==> config.mk <==
export PLATFORM = sky130hd
export DESIGN_NAME = handheld_bus_address_decoder
export DESIGN_NICKNAME = d
export VERILOG_FILES = /design/src/design/hbad_pkg.sv /design/src/design/hbad_decode.sv /design/src/design/handheld_bus_address_decoder.sv
export SDC_FILE = /design/constraint.sdc
export NUM_CORES = 1
export LEC_CHECK = 0
export ABC_AREA = 1
export BUFFER_PORTS_ARGS = -buffer_cell sky130_fd_sc_hd__buf_4
export CAP_MARGIN = 20
export CORE_UTILIZATION = 45
export DETAILED_ROUTE_END_ITERATION = 8
export GPL_ROUTABILITY_DRIVEN = 1
export PLACE_DENSITY_LB_ADDON = 0.08
export SLEW_MARGIN = 10
export SYNTH_ARGS = -nofsm -noshare
export SYNTH_HDL_FRONTEND = slang
export SYNTH_HIERARCHICAL = 1
export SYNTH_SLANG_ARGS = --single-unit
==> constraint.sdc <==
create_clock -name clk -period 5.9 [get_ports clk]
set_input_delay 0.885 -clock clk [delete_from_list [all_inputs] [get_ports clk]]
set_output_delay 0.885 -clock clk [all_outputs]
set_load 0.005 [all_outputs]
==> src/design/hbad_pkg.sv <==
// Package for the bus address decoder: codes, result type and table helper.
`default_nettype none

package hbad_pkg;

    localparam int VRAM_BYTES_DEF  = 98304;
    localparam int FLASH_BYTES_DEF = 131072;

    localparam int ADDR_W   = 32;
    localparam int SIZE_W   = 2;
    localparam int DATA_W   = 32;
    localparam int OFFSET_W = 25;
    localparam int ROMSZ_W  = 16;
    localparam int TARGET_W = 4;

    localparam int S_TDATA_W = 72;
    localparam int M_TDATA_W = 96;

    typedef enum logic [SIZE_W-1:0] {
        SIZE_BYTE = 2'd0,
        SIZE_HALF = 2'd1,
        SIZE_WORD = 2'd2,
        SIZE_BAD  = 2'd3
    } access_size_t;

    typedef enum logic [TARGET_W-1:0] {
        TGT_BIOS  = 4'd0,
        TGT_EWRAM = 4'd1,
        TGT_IWRAM = 4'd2,
        TGT_IO    = 4'd3,
        TGT_PAL   = 4'd4,
        TGT_VRAM  = 4'd5,
        TGT_OAM   = 4'd6,
        TGT_ROM   = 4'd7,
        TGT_FLASH = 4'd8,
        TGT_FAULT = 4'd9
    } target_t;

    typedef struct packed {
        target_t               target;
        logic [OFFSET_W-1:0]   offset;
        logic [DATA_W-1:0]     data;
        logic [ADDR_W-1:0]     fault_address;
    } dec_result_t;

    // (count * step) mod m by repeated add and subtract; needs step <= m.
    function automatic int mod_mult(input int m, input int step, input int count);
        int r;
        r = 0;
        for (int i = 0; i < count; i++)
        begin
            r = r + step;
            if (r >= m)
            begin
                r = r - m;
            end
        end
        return r;
    endfunction

endpackage

`default_nettype wire

==> src/design/hbad_decode.sv <==
// Combinational decode of one aligned bus access into target store and offset.
`default_nettype none

module hbad_decode #(
    parameter int VRAM_BYTES  = hbad_pkg::VRAM_BYTES_DEF,
    parameter int FLASH_BYTES = hbad_pkg::FLASH_BYTES_DEF
) (
    input  wire logic [hbad_pkg::ADDR_W-1:0]  address,
    input  wire logic [hbad_pkg::SIZE_W-1:0]  access_size,
    input  wire logic                         is_write,
    input  wire logic [hbad_pkg::DATA_W-1:0]  write_data,
    input  wire logic [hbad_pkg::ROMSZ_W-1:0] rom_size_blocks,
    output hbad_pkg::dec_result_t             result
);

    localparam int VRAM_W  = $clog2(VRAM_BYTES);
    localparam int VSUM_W  = VRAM_W + 2;
    localparam int STEP_HI = hbad_pkg::mod_mult(VRAM_BYTES, 1024, 128);
    localparam logic [VSUM_W-1:0] VRAM_M1 = VSUM_W'(VRAM_BYTES);
    localparam logic [VSUM_W-1:0] VRAM_M2 = VSUM_W'(2 * VRAM_BYTES);
    localparam logic [hbad_pkg::OFFSET_W-1:0] FLASH_START =
        hbad_pkg::OFFSET_W'(32'h0200_0000 - FLASH_BYTES);

    // (k * 2^10) mod M and (k * 2^17) mod M for the two upper 7-bit chunks
    logic [VRAM_W-1:0] tab_mid [128];
    logic [VRAM_W-1:0] tab_hi  [128];

    for (genvar g = 0; g < 128; g++)
    begin : g_tab
        assign tab_mid[g] = VRAM_W'(hbad_pkg::mod_mult(VRAM_BYTES, 1024, g));
        assign tab_hi[g]  = VRAM_W'(hbad_pkg::mod_mult(VRAM_BYTES, STEP_HI, g));
    end

    logic [hbad_pkg::ADDR_W-1:0]   a;
    logic [3:0]                    region;
    logic                          in_map;
    logic [VSUM_W-1:0]             vsum;
    logic [VSUM_W-1:0]             vmod;
    logic [hbad_pkg::OFFSET_W-1:0] rel;
    hbad_pkg::target_t             tgt;
    logic [hbad_pkg::OFFSET_W-1:0] off;

    always_comb
    begin
        case (access_size)
            hbad_pkg::SIZE_BYTE: a = address;
            hbad_pkg::SIZE_HALF: a = {address[31:1], 1'b0};
            default:             a = {address[31:2], 2'b00};
        endcase
    end

    assign region = a[27:24];
    assign in_map = (a[31:28] == 4'h0);
    assign rel    = a[24:0];

    // low 10 bits are below M, so the sum stays under 3M
    assign vsum = VSUM_W'(a[9:0]) + VSUM_W'(tab_mid[a[16:10]]) + VSUM_W'(tab_hi[a[23:17]]);

    always_comb
    begin
        if (vsum >= VRAM_M2)
        begin
            vmod = vsum - VRAM_M2;
        end
        else if (vsum >= VRAM_M1)
        begin
            vmod = vsum - VRAM_M1;
        end
        else
        begin
            vmod = vsum;
        end
    end

    always_comb
    begin
        tgt = hbad_pkg::TGT_FAULT;
        off = '0;
        if (access_size != hbad_pkg::SIZE_BAD && in_map)
        begin
            case (region)
                4'h0, 4'h1:
                begin
                    if (a[27:14] == '0 && !is_write)
                    begin
                        tgt = hbad_pkg::TGT_BIOS;
                        off = {11'd0, a[13:0]};
                    end
                end
                4'h2:
                begin
                    tgt = hbad_pkg::TGT_EWRAM;
                    off = {7'd0, a[17:0]};
                end
                4'h3:
                begin
                    tgt = hbad_pkg::TGT_IWRAM;
                    off = {10'd0, a[14:0]};
                end
                4'h4:
                begin
                    tgt = hbad_pkg::TGT_IO;
                    off = {9'd0, a[15:0]};
                end
                4'h5:
                begin
                    tgt = hbad_pkg::TGT_PAL;
                    off = {15'd0, a[9:0]};
                end
                4'h6:
                begin
                    tgt = hbad_pkg::TGT_VRAM;
                    off = hbad_pkg::OFFSET_W'(vmod[VRAM_W-1:0]);
                end
                4'h7:
                begin
                    tgt = hbad_pkg::TGT_OAM;
                    off = {15'd0, a[9:0]};
                end
                default:
                begin
                    if (region inside {[4'h8:4'hD]})
                    begin
                        // flash sits over the top of every window and wins
                        if (rel >= FLASH_START)
                        begin
                            tgt = hbad_pkg::TGT_FLASH;
                            off = rel - FLASH_START;
                        end
                        else if ({1'b0, rel[24:10]} < rom_size_blocks && !is_write)
                        begin
                            tgt = hbad_pkg::TGT_ROM;
                            off = rel;
                        end
                    end
                end
            endcase
        end
    end

    always_comb
    begin
        result.target        = tgt;
        result.offset        = off;
        result.data          = '0;
        result.fault_address = '0;
        if (tgt == hbad_pkg::TGT_FAULT)
        begin
            result.offset        = '0;
            result.fault_address = a;
        end
        else if (is_write)
        begin
            result.data = write_data;
        end
    end

endmodule

`default_nettype wire

==> src/design/handheld_bus_address_decoder.sv <==
// Top level of the bus address decoder: stream handshake, config register, pipeline.
//
//  channel | dir | handshake               | contents
//  s_axis  | in  | s_axis_tvalid/tready    | one bus access
//  m_axis  | out | m_axis_tvalid/tready    | decoded target, offset, pass-through
//  cfg     | in  | cfg_we (no back-pressure)| rom_size_blocks
//
// Result path: input register, combinational decode, result register.
// One item per cycle unless m_axis stalls; decode is a single table-and-compare pass.
// rst_n clears the valid flags and rom_size_blocks at once; no clearing pass.
// A stalled result holds; new items are still taken while the input stage is free.
`default_nettype none

module handheld_bus_address_decoder #(
    parameter int VRAM_BYTES  = hbad_pkg::VRAM_BYTES_DEF,
    parameter int FLASH_BYTES = hbad_pkg::FLASH_BYTES_DEF
) (
    input  wire logic                            clk,
    input  wire logic                            rst_n,
    input  wire logic                            cfg_we,
    input  wire logic [hbad_pkg::ROMSZ_W-1:0]    cfg_wdata,     // rom_size_blocks
    input  wire logic                            s_axis_tvalid,
    output logic                                 s_axis_tready,
    // address[31:0], access_size[33:32], is_write[34], write_data[66:35], zero fill
    input  wire logic [hbad_pkg::S_TDATA_W-1:0]  s_axis_tdata,
    output logic                                 m_axis_tvalid,
    input  wire logic                            m_axis_tready,
    // store_offset[24:0], size_out[26:25], write_out[27], data_out[59:28],
    // fault_address[91:60], zero fill
    output logic [hbad_pkg::M_TDATA_W-1:0]       m_axis_tdata,
    output logic [hbad_pkg::TARGET_W-1:0]        m_axis_tuser    // target[3:0]
);

    logic [hbad_pkg::ROMSZ_W-1:0] rom_size_reg;

    logic                         in_valid_reg;
    logic [hbad_pkg::ADDR_W-1:0]  in_addr_reg;
    logic [hbad_pkg::SIZE_W-1:0]  in_size_reg;
    logic                         in_write_reg;
    logic [hbad_pkg::DATA_W-1:0]  in_data_reg;

    logic                         out_valid_reg;
    hbad_pkg::dec_result_t        out_res_reg;
    logic [hbad_pkg::SIZE_W-1:0]  out_size_reg;
    logic                         out_write_reg;

    hbad_pkg::dec_result_t        dec_res;
    logic                         out_ready;

    always_ff @(posedge clk or negedge rst_n)
    begin
        if (!rst_n)
        begin
            rom_size_reg <= '0;
        end
        else if (cfg_we)
        begin
            rom_size_reg <= cfg_wdata;
        end
    end

    assign out_ready     = !out_valid_reg || m_axis_tready;
    assign s_axis_tready = !in_valid_reg || out_ready;

    always_ff @(posedge clk or negedge rst_n)
    begin
        if (!rst_n)
        begin
            in_valid_reg <= 1'b0;
        end
        else if (s_axis_tready)
        begin
            in_valid_reg <= s_axis_tvalid;
        end
    end

    always_ff @(posedge clk)
    begin
        if (s_axis_tready && s_axis_tvalid)
        begin
            in_addr_reg  <= s_axis_tdata[31:0];
            in_size_reg  <= s_axis_tdata[33:32];
            in_write_reg <= s_axis_tdata[34];
            in_data_reg  <= s_axis_tdata[66:35];
        end
    end

    hbad_decode #(
        .VRAM_BYTES  (VRAM_BYTES),
        .FLASH_BYTES (FLASH_BYTES)
    ) u_decode (
        .address         (in_addr_reg),
        .access_size     (in_size_reg),
        .is_write        (in_write_reg),
        .write_data      (in_data_reg),
        .rom_size_blocks (rom_size_reg),
        .result          (dec_res)
    );

    always_ff @(posedge clk or negedge rst_n)
    begin
        if (!rst_n)
        begin
            out_valid_reg <= 1'b0;
        end
        else if (out_ready)
        begin
            out_valid_reg <= in_valid_reg;
        end
    end

    always_ff @(posedge clk)
    begin
        if (out_ready && in_valid_reg)
        begin
            out_res_reg   <= dec_res;
            out_size_reg  <= in_size_reg;
            out_write_reg <= in_write_reg;
        end
    end

    assign m_axis_tvalid = out_valid_reg;
    assign m_axis_tuser  = out_res_reg.target;
    assign m_axis_tdata  = {4'd0, out_res_reg.fault_address, out_res_reg.data,
                            out_write_reg, out_size_reg, out_res_reg.offset};

endmodule

`default_nettype wire

# --- Yosys cells after proc, flatten, opt, wreduce, memory -nomap -nowiden ---
# Memories as Yosys holds them, arrays and structs flattened.
# Index checks and enable logic that the tools add are counted.
classes:
  add_sub_neg: 5
  n_mul: 0
  div: 0
  order_cmp: 8
  n_eq_ne: 10
  shift: 0
  muxes: 18
  bitwise: 4
  reduce_logical: 19
ops:
  columns: ["operator", "count"]
  rows:
  - ["$pmux 25 s6", 1]
  - ["$mux 17", 6]
  - ["$mux 25", 3]
  - ["$sub 17x17->17 const B", 2]
  - ["$pmux 4 s7", 1]
  - ["$ge 25x25->1 const B", 1]
  - ["$sub 25x25->25 const B", 1]
  - ["$mux 4", 5]
  - ["$add 18x17->19", 1]
  - ["$ge 19x17->1 const B", 1]
  - ["$ge 19x18->1 const B", 1]
  - ["$add 10x17->18", 1]
  - ["$eq 4x3->1 const B", 4]
  - ["$ge 8x8->1 const B", 2]
  - ["$lt 15x16->1", 1]
  - ["$not 7->8", 2]
  - ["$logic_not 14->1", 1]
  - ["$mux 14", 1]
  - ["$eq 4x2->1 const B", 2]
  - ["$logic_not 4->1", 2]
  - ["$reduce_or 2->1", 4]
  - ["$logic_and 1x1->1", 6]
  - ["$eq 4x1->1 const B", 1]
  - ["$eq 4x4->1 const B", 1]
  - ["other kinds (9)", 13]
totals:
  regBits: 181
  latch_bits: 0
  ram_bits: 0
  mem_bits_ro: 4352
  out_inout_bits: 102
  mem_count: 2
mem_list:
  columns: ["name", "words", "word_bits", "rd", "rd_clocked_by_memory_dff", "write_ports", "line_no", "rtl"]
  rows:
  - ["(name not given)", 128, 17, 1, 0, 0, "hbad_decode.sv:57", "assign vsum = VSUM_W'(a[9:0]) + VSUM_W'(tab_mid[a[16:10]]) + VSUM_W'(tab_hi[a[23:17]]);"]
  - ["(name not given)", 128, 17, 1, 0, 0, "hbad_decode.sv:57", null]

# --- Depth between registers and ports, before layout ---
logic_depth:
  depth_word: 10
  mapped_depth: 19
  ltp_nobuf: 19

# --- Hierarchy ---
# The synthesis kept the hierarchy.
modules_own_cells:
  columns: ["module", "instances", "cells_each", "area_each_um2", "seq_area_each_um2"]
  rows:
  - ["handheld_bus_address_decoder", 1, 248, 5675.4, 5345.1]
  - ["hbad_decode", 1, 375, 1871.8, 0.0]

# --- Worst setup path before layout ---
# No wires, ideal clock.
synth_path:
  path_type: "input port to flip-flop"
  from: "input m_axis_tready"
  to: "register out_res_reg, in the netlist m_axis_tdata[0] (enable)"
  setup_ns: 0.582
  arrival_time_ns: 5.561
  required_time_ns: 5.318
  slack_ns: -0.243
  stages: 2
  path_buffers: 0
  path_cell_list: "inv_1 > a21oi_1"
synth_between:
  elab_chain_len: 2
synth_rtl:
  columns: ["item", "line_no", "rtl"]
  rows:
  - ["start, declared", "handheld_bus_address_decoder.sv:27", "input wire logic m_axis_tready,"]
  - ["$logic_or 1x1->1", "handheld_bus_address_decoder.sv:62", "assign out_ready = !out_valid_reg || m_axis_tready;"]
  - ["$logic_and 1x1->1", "handheld_bus_address_decoder.sv:114", "if (out_ready && in_valid_reg)"]
  - ["end signal, assigned", "handheld_bus_address_decoder.sv:116", "out_res_reg <= dec_res;"]
  - ["end, declared", "handheld_bus_address_decoder.sv:43", "hbad_pkg::dec_result_t out_res_reg;"]
# No other way between the ends.
# A chain may end at the register's enable or synchronous reset.

# --- Worst setup path in the final report ---
layout_path:
  from: "register in_addr_reg[17] in the netlist's numbering"
  to: "register out_res_reg, in the netlist m_axis_tdata[16], data pin"
layout_between:
  elab_chain_len: 9
  elab_cells_between_ends: 28
  cone_classes: "add/sub: 3; order compare: 4; eq/ne: 1; mux: 14; bitwise: 1; reduce/logical: 4; memory: 1"
layout_rtl:
  columns: ["item", "line_no", "rtl"]
  rows:
  - ["start, declared", "handheld_bus_address_decoder.sv:37", "logic [hbad_pkg::ADDR_W-1:0] in_addr_reg;"]
  - ["start signal, assigned", "handheld_bus_address_decoder.sv:81", "in_addr_reg <= s_axis_tdata[31:0];"]
  - ["$not 7->8 (implied by the code) or $lt 15x16->1 (tied branches)", "hbad_decode.sv:57, hbad_decode.sv:130", null]
  - ["$mem_v2 128x17 or $logic_and 1x1->1 (tied branches)", null, null]
  - ["$mux 17 (implied by the code) or $mux 4 (tied branches)", "hbad_decode.sv:57, hbad_decode.sv:130", null]
  - ["$mux 17 (implied by the code) or $mux 4 (tied branches)", "hbad_decode.sv:57, hbad_decode.sv:125", null]
  - ["$add 18x17->19 or $mux 4 (tied branches)", "hbad_decode.sv:57, hbad_decode.sv:122", null]
  - ["$sub 17x17->17, or another cell as far along", "hbad_decode.sv:67", "vmod = vsum - VRAM_M1;"]
  - ["$mux 17 or $mux 4 (tied branches)", "hbad_decode.sv:65, hbad_decode.sv:79", null]
  - ["$mux 17 or $eq 4x4->1 (tied branches)", "hbad_decode.sv:61, hbad_decode.sv:147", null]
  - ["$pmux 25 s6 or $reduce_or 2->1 (tied branches)", null, null]
# Parallel ways exist; a longest one is shown, timed or not. The select of a mux whose other input is x is not followed.

==> key figures <==
STA
  – Final worst setup slack: 2.16 ns
  – Min cycle time layout: 3.74 ns
  – Worst Max-Slew Pin Slew: 0.919 ns
  – RSZ-0062 raised after global routing: false
  – F_max: 268 MHz
  – Max Slew Vio Count: 0
  – Setup TNS: 0 ns
  – Setup Viol. Count Final: 0
  – Final hold violation count: 0
  – Period utilisation layout: 63.3%
  – Worst slew margin: 38.7%
  – Skew final: 0.0103 ns

Floorplan
  – Die X-Extent: 132 um
  – Die area: 17,300 um^2
  – Core area: 16,100 um^2
  – Vert. Die Dim: 132 um
  – Cell Rows: 46
  – Initial Util: 46.8%
  – Top-level port count: 195

Synthesis
  – Register bit total from synthesis: 181
  – Number of flops mapped to enable cells by yosys: 163
  – Share of synthesized flip-flops with an asynchronous set or reset: 9.94%
  – Post-synth top flop: edfxtp_1
  – Post-synthesis sequential area ratio: 70.8%
  – Mean Syn Cell Area: 12.1 um^2
  – Synth Warn #: 6
  – Mapped Cells: 623
  – Library cells used by synthesis: 31
  – Mapped Area: 7550 um^2

Global route
  – Number of global-route vias before repair: 4,945
  – Initial antenna violation count: 0
  – All-layer global routing usage: 18.2%
  – Global-route wire length before repair: 24,500 um
  – Remaining Overflow, GRT: 0
  – Largest net degree at the start of global routing: 68

Setup path
  – CP arrival: 3.90 ns
  – Slowest stage delay, CP: 0.46 ns
  – Setup crit start kind: register
  – Slowest cell on crit path: edfxtp_1
  – Worst-path cell chain: inv_1 -> ha_1 -> inv_1 -> o21ai_0 -> mux2i_1 -> nand2_1 -> o21ai_0 -> nand2_1 -> nand2_1 -> a21oi_1 -> ha_1 -> fa_1 -> ha_1 -> nor2_1 -> inv_1 -> o21ai_0 -> a2bb2oi_1 -> nor2_1
  – R2r worst-path depth: 18
  – Critical Path RT: 6.06 ns
  – Worst-path maximum fanout: 6
  – Worst R2R Setup Slack: 2.16 ns
  – Critical path type: reg2reg
  – Worst setup EP type: register

Run
  – Max-Cap Viols: 0

Final layout
  – Nets: 923
  – Leading cell types in the layout, fill and taps excluded: 189 x buf_4, 163 x edfxtp_1, 125 x nand2_1
  – Most common cell after layout, fill and taps aside: buf_4
  – Antenna Cells: 0
  – Area growth, synth to finish: 27.8%
  – Share of cells above drive strength 1: 31.7%
  – Flip-flop count of the largest register after layout: 89

Placed design
  – Hpwl dp: 10,700 um
  – IO buf count: 185
  – Placer Congestion: 0.879
  – Pre-CTS setup slack: 2.22 ns

Power
  – Combinational cell fraction of total power: 10.6%
  – Leak: 4.17 nW
  – Psw: 0.641 mW
  – Sequential power share: 52.3%
  – Pwr dens: 305 nW/um^2
  – Max rail drop VDD: 0.197 mV
  – Pint: 2.30 mW
  – Clock power share: 37.1%
  – Switching share of power: 21.8%

Clock network
  – Postcts setup bufs: 0
  – CTS clk-pin slew, worst paths: 0.07 ns
  – Root buffer cell: clkbuf_16
  – CTS H-tree lvls: 4
  – CTS buffer count: 17
  – Maximum root-to-sink buffer count: 2
  – Clk_lat worst skew: 0.41 ns
  – Resize count post-CTS: 0
  – CTS tree: yes
  – Clock net sink count: 181
  – Cts hold-fix bufs: 0

Drt
  – Antenna-violating nets left: 0
  – DR WL/cell: 14.7 um
  – Detailed-route DRC error count: 0
  – DR pass1 iterations: 4
  – Post-Route WL: 15,200 um
  – Drt first-iter violations: 245
  – Vias: 4,931
  – Via density: 4.76

Run status
  – Outcome: finished, final reports clean

Worst hold path
  – Hold Path Class: in2async
## critical path: cells and delay by family, from the launching register on
| family | cells | cell delay (ns) |
|---|---|---|
| AOI/OAI and AO/OA | 5 | 0.94 |
| muxes | 1 | 0.14 |
| buffers and inverters | 3 | 0.30 |
| adders and majority gates | 4 | 1.23 |
| DFF | 1 | 0.46 |
| and+or+nand+nor | 5 | 0.42 |
## cell type report
type                       instances  area (um^2)
inverter                          80          300
timing repair buffer             189         1420
tap                              216          270
clock inverter                    11          134
clock buffer                      19          433
fill                            1358         6470
sequential                       181         5350
multi-input combinational        341         1740
## Yosys cell counts, types with 8 or more instances
cell | instances | share of area [%]
edfxtp_1 | 163 | 65
clkbuf_1 | 8 | 0.40
buf_6 | 9 | 1.3
ha_1 | 19 | 3.1
dfrtp_1 | 18 | 6.0
inv_1 | 80 | 4.0
nand2_1 | 125 | 6.2
a21oi_1 | 15 | 0.99
nand3_1 | 13 | 0.86
nor2_2 | 31 | 2.6
o21ai_0 | 26 | 1.7
nor2_1 | 75 | 3.7
## per-stage QoR
step | std cells | hold WS [ns] | power [mW] | cell area, um^2 | util, %
after floorplan | 626 | 0.424 | 1.72 | 7560 | -
after global placement | 1007 | 0.433 | 1.86 | 9080 | 56.3
after detailed placement | 1007 | 0.437 | 1.87 | 9080 | 56.3
after CTS | 1037 | 0.315 | 2.97 | 9640 | 59.8
after global routing | 1037 | 0.324 | 3.06 | 9640 | 59.8
final | 1037 | 0.329 | 2.94 | 9640 | 59.8
## kinds of logic (layout without fill, tap and decap cells)
family / Yosys count / after routing / share of synthesized area (%)
flip-flops: 181 / 181 / 70.8
buffers and inverters: 104 / 299 / 6.38
other: 1 / 4 / 0.0497
AO/OA/AOI/OAI: 55 / 55 / 4.16
multiplexers: 2 / 2 / 0.265
AND/OR/NAND/NOR: 260 / 260 / 14.9
adder cells (fa/ha/maj): 20 / 20 / 3.42
## worst paths after layout
path / end / from
min reg2reg: m_axis_tdata[88] / in_addr_reg[28]
min in group clk: m_axis_tdata[88] / in_addr_reg[28]
max: m_axis_tdata[16] / in_addr_reg[17]
max in group asynchronous: rom_size_reg[4] / rst_n
max reg2reg: m_axis_tdata[16] / in_addr_reg[17]
min: rom_size_reg[11] / rst_n
## metal layers
layer | vias to the layer above | routed length, um | share of wire (%) | track usage [%]
met5 | - | 0 | 0 | 0
met4 | 0 | 200 | 1.3 | 6.52
met3 | 14 | 828 | 5.4 | 4.63
met2 | 164 | 7400 | 49 | 29.7
met1 | 2316 | 6790 | 45 | 23.6
li1 | 2437 | - | - | -
## power groups by stage
stage | logic, mW | registers [mW] | clock network, mW
CTS | 0.314 | 1.54 | 1.12
finish | 0.311 | 1.54 | 1.09
global placement | 0.299 | 1.56 | 0
floorplan | 0.152 | 1.56 | 0
global route | 0.348 | 1.55 | 1.16
detailed placement | 0.310 | 1.56 | 0
Note: power is estimated with default switching activity, not from simulation.
